`config.mk`:
```
export PLATFORM = sky130hd
export DESIGN_NAME = suffix_array_builder
export DESIGN_NICKNAME = d
export VERILOG_FILES = /design/src/hdl/sab_pkg.sv /design/src/hdl/sab_text_mem.sv /design/src/hdl/sab_order_mem.sv /design/src/hdl/suffix_array_builder.sv
export SDC_FILE = /design/constraint.sdc
export NUM_CORES = 2
export LEC_CHECK = 0
export CAP_MARGIN = 30
export CORE_MARGIN = 1.5
export CORE_UTILIZATION = 50
export DETAILED_ROUTE_END_ITERATION = 8
export DONT_BUFFER_PORTS = 1
export HOLD_SLACK_MARGIN = 0.12
export RECOVER_POWER = 50
export SLEW_MARGIN = 20
export SYNTH_ARGS = -nofsm -noshare
export SYNTH_HDL_FRONTEND = slang
export SYNTH_SLANG_ARGS = --single-unit
```
`constraint.sdc`:
```
create_clock -name clk -period 11.2 [get_ports clk]
set_input_delay 0 -clock clk [delete_from_list [all_inputs] [get_ports clk]]
set_output_delay 0 -clock clk [all_outputs]
set_load 0.05 [all_outputs]
```
`src/hdl/sab_pkg.sv`:
```
// Shared types and constants for the suffix array builder.
// Holds the input and result word layouts and the sequencer state codes.
// Depends on nothing else; every other file imports it.
`timescale 1ns / 1ps

package sab_pkg;

  // Fixed field widths of the channel words.
  localparam int unsigned BYTE_W   = 8;
  localparam int unsigned SUFFIX_W = 6;

  // One input word: a text character and its end-of-text mark.
  typedef struct packed {
    logic [BYTE_W-1:0] text_byte;
    logic              is_last;
  } in_word_t;

  // One result word: a suffix start in sorted order and its flags.
  typedef struct packed {
    logic [SUFFIX_W-1:0] suffix_start;
    logic                run_end;
    logic                truncated;
  } out_word_t;

  // Sequencer states.
  typedef enum logic [2:0] {
    ST_LOAD,
    ST_KEY_RD,
    ST_KEY_CAP,
    ST_PREV_CAP,
    ST_CMP,
    ST_PLACE,
    ST_EMIT_RD,
    ST_EMIT_CAP
  } sab_state_t;

endpackage

```
`src/hdl/sab_text_mem.sv`:
```
// Text store: one write port and two registered read ports.
// The two read ports feed the character-by-character suffix compare.
// Depends on sab_pkg for the byte width.
`timescale 1ns / 1ps

module sab_text_mem #(
  parameter int unsigned DEPTH  = 64,
  parameter int unsigned ADDR_W = 6
) (
  input  logic                       clk,
  input  logic                       wr_en,
  input  logic [ADDR_W-1:0]          wr_addr,
  input  logic [sab_pkg::BYTE_W-1:0] wr_data,
  input  logic [ADDR_W-1:0]          rd_addr_a,
  input  logic [ADDR_W-1:0]          rd_addr_b,
  output logic [sab_pkg::BYTE_W-1:0] rd_data_a,
  output logic [sab_pkg::BYTE_W-1:0] rd_data_b
);
  import sab_pkg::*;

  logic [BYTE_W-1:0] mem [DEPTH];

  // Write port.
  always_ff @(posedge clk) begin
    if (wr_en) begin
      mem[wr_addr] <= wr_data;
    end
  end

  // Two read ports, each registered.
  always_ff @(posedge clk) begin
    rd_data_a <= mem[rd_addr_a];
    rd_data_b <= mem[rd_addr_b];
  end

endmodule

```
`src/hdl/sab_order_mem.sv`:
```
// Order store: the suffix start indices, kept in sorted order as the sort runs.
// One write port and one registered read port.
// Depends on sab_pkg only through the shared import convention.
`timescale 1ns / 1ps

module sab_order_mem #(
  parameter int unsigned DEPTH  = 64,
  parameter int unsigned ADDR_W = 6
) (
  input  logic              clk,
  input  logic              wr_en,
  input  logic [ADDR_W-1:0] wr_addr,
  input  logic [ADDR_W-1:0] wr_data,
  input  logic [ADDR_W-1:0] rd_addr,
  output logic [ADDR_W-1:0] rd_data
);
  import sab_pkg::*;

  logic [ADDR_W-1:0] mem [DEPTH];

  // Write port.
  always_ff @(posedge clk) begin
    if (wr_en) begin
      mem[wr_addr] <= wr_data;
    end
  end

  // Registered read port.
  always_ff @(posedge clk) begin
    rd_data <= mem[rd_addr];
  end

endmodule

```
`src/hdl/suffix_array_builder.sv`:
```
// Suffix array builder: top level with the load, sort and emit sequencer.
// Instantiates sab_text_mem and sab_order_mem; uses types from sab_pkg.
//
// Usage. The input channel (byte_valid, byte_stall, byte_data) takes one text
// character per word; the word with is_last set closes the text. Up to
// MAX_LEN characters are kept, later ones are dropped and every result of
// that run carries truncated. The result channel (result_valid, result_stall,
// result_data) then gives one word per suffix, start indices in ascending
// suffix order, with run_end on the last word.
// Timing. Loading takes one word per cycle. After the last word an insertion
// sort runs over the order store: each key is fetched and then placed, and
// each neighbour it is tested against is fetched and then compared character
// by character, counting the position where a suffix runs out. The worst
// case is a text of one repeated character. Emission reads and then captures
// each result word, and waits before each read while the output register
// still holds a word the receiver has not taken.
// The input channel stalls from the last word until the final result word
// is in the output register; that word may wait there while the next text
// loads. Reset clears the sequencer, the length and the output register; no
// clearing pass over the memories is needed.
`timescale 1ns / 1ps

module suffix_array_builder #(
  parameter int unsigned MAX_LEN = 64
) (
  input  logic               clk,
  input  logic               rst,
  input  logic               byte_valid,
  output logic               byte_stall,
  input  sab_pkg::in_word_t  byte_data,
  output logic               result_valid,
  input  logic               result_stall,
  output sab_pkg::out_word_t result_data
);
  import sab_pkg::*;

  localparam int unsigned ADDR_W = (MAX_LEN > 1) ? $clog2(MAX_LEN) : 1;
  localparam int unsigned LEN_W  = $clog2(MAX_LEN + 1);

  // Sequencer and datapath registers.
  sab_state_t        state;
  sab_state_t        state_next;
  logic [LEN_W-1:0]  len;
  logic              overflow_seen;
  logic [ADDR_W-1:0] i;
  logic [ADDR_W-1:0] j;
  logic [ADDR_W-1:0] k;
  logic [ADDR_W-1:0] key;
  logic [ADDR_W-1:0] prev;
  logic [LEN_W-1:0]  a;
  logic [LEN_W-1:0]  b;
  out_word_t         out_word;
  logic              out_full;

  // Memory port signals.
  logic              txt_we;
  logic [ADDR_W-1:0] txt_waddr;
  logic [ADDR_W-1:0] txt_raddr_a;
  logic [ADDR_W-1:0] txt_raddr_b;
  logic [BYTE_W-1:0] txt_rdata_a;
  logic [BYTE_W-1:0] txt_rdata_b;
  logic              ord_we;
  logic [ADDR_W-1:0] ord_waddr;
  logic [ADDR_W-1:0] ord_wdata;
  logic [ADDR_W-1:0] ord_raddr;
  logic [ADDR_W-1:0] ord_rdata;

  // Decoded conditions.
  logic              in_take;
  logic              out_take;
  logic              store_full;
  logic [LEN_W-1:0]  len_after;
  logic              a_end;
  logic              b_end;
  logic              cmp_done;
  logic              cmp_less;
  logic [LEN_W-1:0]  a_inc;
  logic [LEN_W-1:0]  b_inc;
  logic              last_key;
  logic              last_out;

  sab_text_mem #(
    .DEPTH  (MAX_LEN),
    .ADDR_W (ADDR_W)
  ) u_text (
    .clk       (clk),
    .wr_en     (txt_we),
    .wr_addr   (txt_waddr),
    .wr_data   (byte_data.text_byte),
    .rd_addr_a (txt_raddr_a),
    .rd_addr_b (txt_raddr_b),
    .rd_data_a (txt_rdata_a),
    .rd_data_b (txt_rdata_b)
  );

  sab_order_mem #(
    .DEPTH  (MAX_LEN),
    .ADDR_W (ADDR_W)
  ) u_order (
    .clk     (clk),
    .wr_en   (ord_we),
    .wr_addr (ord_waddr),
    .wr_data (ord_wdata),
    .rd_addr (ord_raddr),
    .rd_data (ord_rdata)
  );

  // Handshake decode and load bookkeeping.
  assign byte_stall = (state != ST_LOAD);
  assign in_take    = byte_valid && !byte_stall;
  assign out_take   = out_full && !result_stall;
  assign store_full = (len == LEN_W'(MAX_LEN));
  assign len_after  = store_full ? len : len + LEN_W'(1);

  // Suffix compare: a suffix that runs out first is a proper prefix and sorts
  // first. Two distinct starts can never both run out at once.
  assign a_end    = (a >= len);
  assign b_end    = (b >= len);
  assign cmp_done = a_end || b_end || (txt_rdata_a != txt_rdata_b);
  assign cmp_less = (a_end || b_end) ? (a_end && !b_end) : (txt_rdata_a < txt_rdata_b);
  assign a_inc    = a + LEN_W'(1);
  assign b_inc    = b + LEN_W'(1);

  assign last_key = (LEN_W'(i) + LEN_W'(1) == len);
  assign last_out = (LEN_W'(k) + LEN_W'(1) == len);

  // Next state.
  always_comb begin
    state_next = state;
    case (state)
      ST_LOAD: begin
        if (in_take && byte_data.is_last) begin
          state_next = (len_after == LEN_W'(1)) ? ST_EMIT_RD : ST_KEY_RD;
        end
      end
      ST_KEY_RD:   state_next = ST_KEY_CAP;
      ST_KEY_CAP:  state_next = ST_PREV_CAP;
      ST_PREV_CAP: state_next = ST_CMP;
      ST_CMP: begin
        if (cmp_done) begin
          if (cmp_less && (j != ADDR_W'(1))) begin
            state_next = ST_PREV_CAP;
          end else begin
            state_next = ST_PLACE;
          end
        end
      end
      ST_PLACE: begin
        state_next = last_key ? ST_EMIT_RD : ST_KEY_RD;
      end
      ST_EMIT_RD: begin
        if (!out_full) begin
          state_next = ST_EMIT_CAP;
        end
      end
      ST_EMIT_CAP: begin
        state_next = last_out ? ST_LOAD : ST_EMIT_RD;
      end
      default: state_next = ST_LOAD;
    endcase
  end

  // Memory port drive for each state.
  always_comb begin
    txt_we      = 1'b0;
    txt_waddr   = len[ADDR_W-1:0];
    txt_raddr_a = a[ADDR_W-1:0];
    txt_raddr_b = b[ADDR_W-1:0];
    ord_we      = 1'b0;
    ord_waddr   = j;
    ord_wdata   = key;
    ord_raddr   = i;
    case (state)
      ST_LOAD: begin
        // The identity order is written alongside each stored character.
        txt_we    = in_take && !store_full;
        ord_we    = in_take && !store_full;
        ord_waddr = len[ADDR_W-1:0];
        ord_wdata = len[ADDR_W-1:0];
      end
      ST_KEY_RD: begin
        ord_raddr = i;
      end
      ST_KEY_CAP: begin
        ord_raddr = j - ADDR_W'(1);
      end
      ST_PREV_CAP: begin
        txt_raddr_a = key;
        txt_raddr_b = ord_rdata;
      end
      ST_CMP: begin
        // Fetch the next character pair while the current one is checked.
        txt_raddr_a = a_inc[ADDR_W-1:0];
        txt_raddr_b = b_inc[ADDR_W-1:0];
        // Shift the larger neighbour up and fetch the one below it.
        ord_we      = cmp_done && cmp_less;
        ord_waddr   = j;
        ord_wdata   = prev;
        ord_raddr   = j - ADDR_W'(2);
      end
      ST_PLACE: begin
        ord_we    = 1'b1;
        ord_waddr = j;
        ord_wdata = key;
      end
      ST_EMIT_RD: begin
        ord_raddr = k;
      end
      ST_EMIT_CAP: begin
        ord_raddr = k;
      end
      default: begin
        ord_raddr = i;
      end
    endcase
  end

  // Control registers.
  always_ff @(posedge clk) begin
    if (rst) begin
      state         <= ST_LOAD;
      len           <= '0;
      overflow_seen <= 1'b0;
      out_full      <= 1'b0;
    end else begin
      state <= state_next;
      if (state == ST_LOAD && in_take) begin
        len <= len_after;
        if (store_full) begin
          overflow_seen <= 1'b1;
        end
      end
      if (state == ST_EMIT_CAP) begin
        out_full <= 1'b1;
        if (last_out) begin
          len           <= '0;
          overflow_seen <= 1'b0;
        end
      end else if (out_take) begin
        out_full <= 1'b0;
      end
    end
  end

  // Sort and emit datapath registers.
  always_ff @(posedge clk) begin
    case (state)
      ST_LOAD: begin
        i <= ADDR_W'(1);
        k <= '0;
      end
      ST_KEY_RD: begin
        j <= i;
      end
      ST_KEY_CAP: begin
        key <= ord_rdata;
      end
      ST_PREV_CAP: begin
        prev <= ord_rdata;
        a    <= LEN_W'(key);
        b    <= LEN_W'(ord_rdata);
      end
      ST_CMP: begin
        if (!cmp_done) begin
          a <= a_inc;
          b <= b_inc;
        end else if (cmp_less) begin
          j <= j - ADDR_W'(1);
        end
      end
      ST_PLACE: begin
        i <= i + ADDR_W'(1);
        k <= '0;
      end
      ST_EMIT_CAP: begin
        out_word.suffix_start <= SUFFIX_W'(ord_rdata);
        out_word.run_end      <= last_out;
        out_word.truncated    <= overflow_seen;
        k                     <= k + ADDR_W'(1);
      end
      default: begin
        k <= k;
      end
    endcase
  end

  assign result_valid = out_full;
  assign result_data  = out_word;

  // The output register is only filled from the emit capture step.
  a_fill_from_emit: assert property (@(posedge clk) disable iff (rst)
    $rose(out_full) |-> $past(state == ST_EMIT_CAP))
    else $error("output register filled outside emission");

  // The stored length never passes the store depth.
  a_len_bound: assert property (@(posedge clk) disable iff (rst)
    len <= LEN_W'(MAX_LEN))
    else $error("text length beyond store depth");

  // An insertion never moves past the slot it started from.
  a_insert_bound: assert property (@(posedge clk) disable iff (rst)
    (state == ST_CMP || state == ST_PLACE) |-> (j <= i))
    else $error("insertion index above key position");

  // Two distinct suffixes are always compared.
  a_distinct: assert property (@(posedge clk) disable iff (rst)
    (state == ST_CMP) |-> (a != b))
    else $error("suffix compared with itself");

  // A new emission only starts into an empty output register.
  a_no_overwrite: assert property (@(posedge clk) disable iff (rst)
    (state == ST_EMIT_CAP) |-> !out_full)
    else $error("result word overwritten before it was taken");

endmodule

```
==> out/metrics.yaml <==
cts-buffers-inserted: 104
pwr_density_cell_nw_per_um2: 293
r2r_slack_ps: 4700
use_met1_pct: 36.7
start_util_pct: 50.7
slew_viol_final: 1019
synthMuxAreaShare_pct: 9.74
dp_hpwl_um: 82800
path_delay_family: "buffers and inverters"
rsz0062_at_grt: "false"
layout_common_cells: "edfxtp_1, nand2_1, mux2i_1"
peakVddDrop_mv: 0.279
synth_flop_cell: "edfxtp_1"
synth_xor_area_share_pct: 0.707
portBuffers: 0
insertion_delay_ps: 690
cp.required_ps: 11730
syn-cell-area_um2: 45800
synth_compound_area_share_pct: 11.0
cts_max_level: 3
cts_resized: 0
synth_top_family_by_area: "compound AO/OA/AOI/OAI gates"
wl_per_cell_um: 27.7
track_usage_pct: 27.9
finalCriticalPeriod_ps: 6500
syn-num-nets: 3612
chipHeight_um: 306
cts_hold_buf: 24
finalSetupViolations: 0
drt.antenna.violating_nets: 0
antenna_found_initial: 0
grt.busiest_layer: "met2"
overflow: 0
critPathMaxFanout: 134
wl_um: 133000
via_per_inst: 6.43
multi_input_area_um2: 15500
vias: 30800
core_um2: 90400
clockBufferDepth: 3
postCtsSetupRepairBufs: 0
leakagePower_nw: 17.1
drtIter0Drc: 3278
yosys.area_share.simple_pct: 11.0
path_cells: "nor3b_1, clkbuf_1, nand2_1, o211ai_1, buf_12, buf_4, buf_12, mux2i_1, a32o_1, nor3_1, nor4_1, o211ai_1"
min_path_type: "in -> reg"
drive_above_1_share_pct: 9.86
cts_tree: "done"
avgSynthCellArea_um2: 12.8
synth_edf_count: 948
finalCritPeriodShare_pct: 58.0
yosysSeqAreaShare_pct: 63.6
yosys.area_share.adder_pct: 0.874
synthToLayoutAreaGrowth_pct: 9.71
rows: 110
path_depth: 12
endpoint_kind: "flip-flop"
seqCellArea_um2: 29100
grt_max_degree: 139
grt_use_met2_pct: 46.2
ys_warn_count: 0
finalPower_mw: 14.7
min_path_cells: 2
synth-async-reset-ratio_pct: 0
grt_pass1_wl_um: 195000
setup-tns-final_ps: 0
syn_inst: 3567
die-area_um2: 93500
path_buf_inv: 4
fmax_mhz: 154
io_pins: 23
cts_sinks: 982
layout_commonest_cell: "edfxtp_1"
met3_usage_pct: 4.22
crit_slowest_cell: "clkbuf_1"
n_fill_cell: 7387
cpPeakStageDelay_ps: 1290
drt_pass1_iterations: 7
crit_type: "reg -> reg"
drc: 0
startpoint_type: "flip-flop"
fin_skew_ps: 29.2
clk_pin_slew_ps: 60
ff2ff_path_depth: 12
cap_violations: 19
worst_slew_pin_slew_ps: 3410
routabilityCongestion: 0.901
netlist-cell-type-count: 84
grt_pass1_vias: 30000
postPlaceCellArea_um2: 46800
ys_seq_elements: 982
arrival_ps: 7020
max_slew_margin_pct: -128
violations: "max-capacitance violations, max-slew violations"
nNetsFinal: 3575
root_buffer: "clkbuf_16"
fin_area_um2: 50300
die_w_um: 306
hold_viol: 0
status: "finished, violations left"
==> path summary, 6_finish.rpt <==
kind | startpoint | to
worst max-delay path | state[0] | u_text.rd_data_a[4]
worst max register to register | state[0] | u_text.rd_data_a[4]
worst min-delay path | rst | state[2]
worst min register to register | overflow_seen | result_data[0]
==> metrics by stage <==
step	instances	hold WS (ps)	util [%]	setup slack, ps
2_1_floorplan	3567	72.4	-	7420
3_3_place_gp	4548	74.2	51.6	6130
3_5_place_dp	4568	78.5	51.8	6110
4_1_cts	4788	148	55.8	6060
5_1_grt	4796	195	55.6	4470
6_report	4797	200	55.6	4700
==> cell type report <==
cell class                 count  area share (%)
inverter                      32           0.239
clock buffer                 141            5.66
multi-input combinational   2313            30.8
timing repair buffer          97            1.67
tap                         1176            2.93
clock inverter                55           0.774
sequential                   982            58.0
antenna                        1         0.00498
==> cell families (layout without fill, tap and decap cells) <==
| group | count (synthesis) | in the layout |
|---|---|---|
| and+or+nand+nor | 1147 | 1147 |
| DFF | 982 | 982 |
| adders and majority gates | 32 | 32 |
| muxes | 433 | 433 |
| buffers and inverters | 272 | 325 |
| AOI/OAI and AO/OA | 664 | 664 |
| other | 0 | 1 |
| xor gates and xnor gates | 37 | 37 |
==> cell usage after synthesis (20+ instances only) <==
cell,count,share of area [%]
buf_4,33,0.54
edfxtp_1,948,62
a311oi_1,21,0.40
a21oi_1,70,0.76
a32oi_1,34,0.65
nand3_1,106,1.2
o22ai_1,77,1.1
dfxtp_1,34,1.5
xnor2_1,25,0.48
clkbuf_1,92,0.75
o21ai_1,20,0.22
nand2_1,579,4.7
o21a_1,25,0.41
ha_1,32,0.87
buf_2,76,0.83
nand4_1,31,0.42
nor3_1,45,0.49
o21ai_0,62,0.68
a211oi_1,56,0.92
inv_1,29,0.24
o221ai_1,39,0.75
mux2i_1,349,7.6
mux2_2,68,1.7
a32o_1,78,1.7
a31oi_1,26,0.35
and2_1,38,0.52
nor2_1,226,1.9
and3_1,46,0.63
==> power by group <==
part / internal, mW / leakage [nW] / switching [mW]
registers: 4.59 / 8.84 / 0.156
clock network: 1.85 / 1.58 / 1.42
logic: 2.18 / 6.69 / 4.52
==> worst reg2reg max path, stage by stage (launching register included) <==
cell	delay, ps
dfxtp_1	860
nor3b_1	570
clkbuf_1	1290
nand2_1	310
o211ai_1	250
buf_12	600
buf_4	750
buf_12	330
mux2i_1	230
a32o_1	180
nor3_1	100
nor4_1	720
o211ai_1	160
==> registers in the layout, summed over array words and instances (netlist names), 3 cells and up <==
signal / count
a: 7
b: 7
i: 6
j: 6
k: 6
key: 6
len: 7
prev: 6
result_data: 8
state: 3
u_order.mem: 384
u_order.rd_data: 6
u_text.mem: 512
u_text.rd_data_a: 8
u_text.rd_data_b: 8
==> per-layer routing <==
layer	part of all wire, %	wire length, um	vias up
met1	40	53400	15500
met3	6.6	8750	296
met4	4.5	6030	0
li1	-	-	13700
met5	0	0	-
met2	49	64600	1363
(Power assumes the default switching activity.)
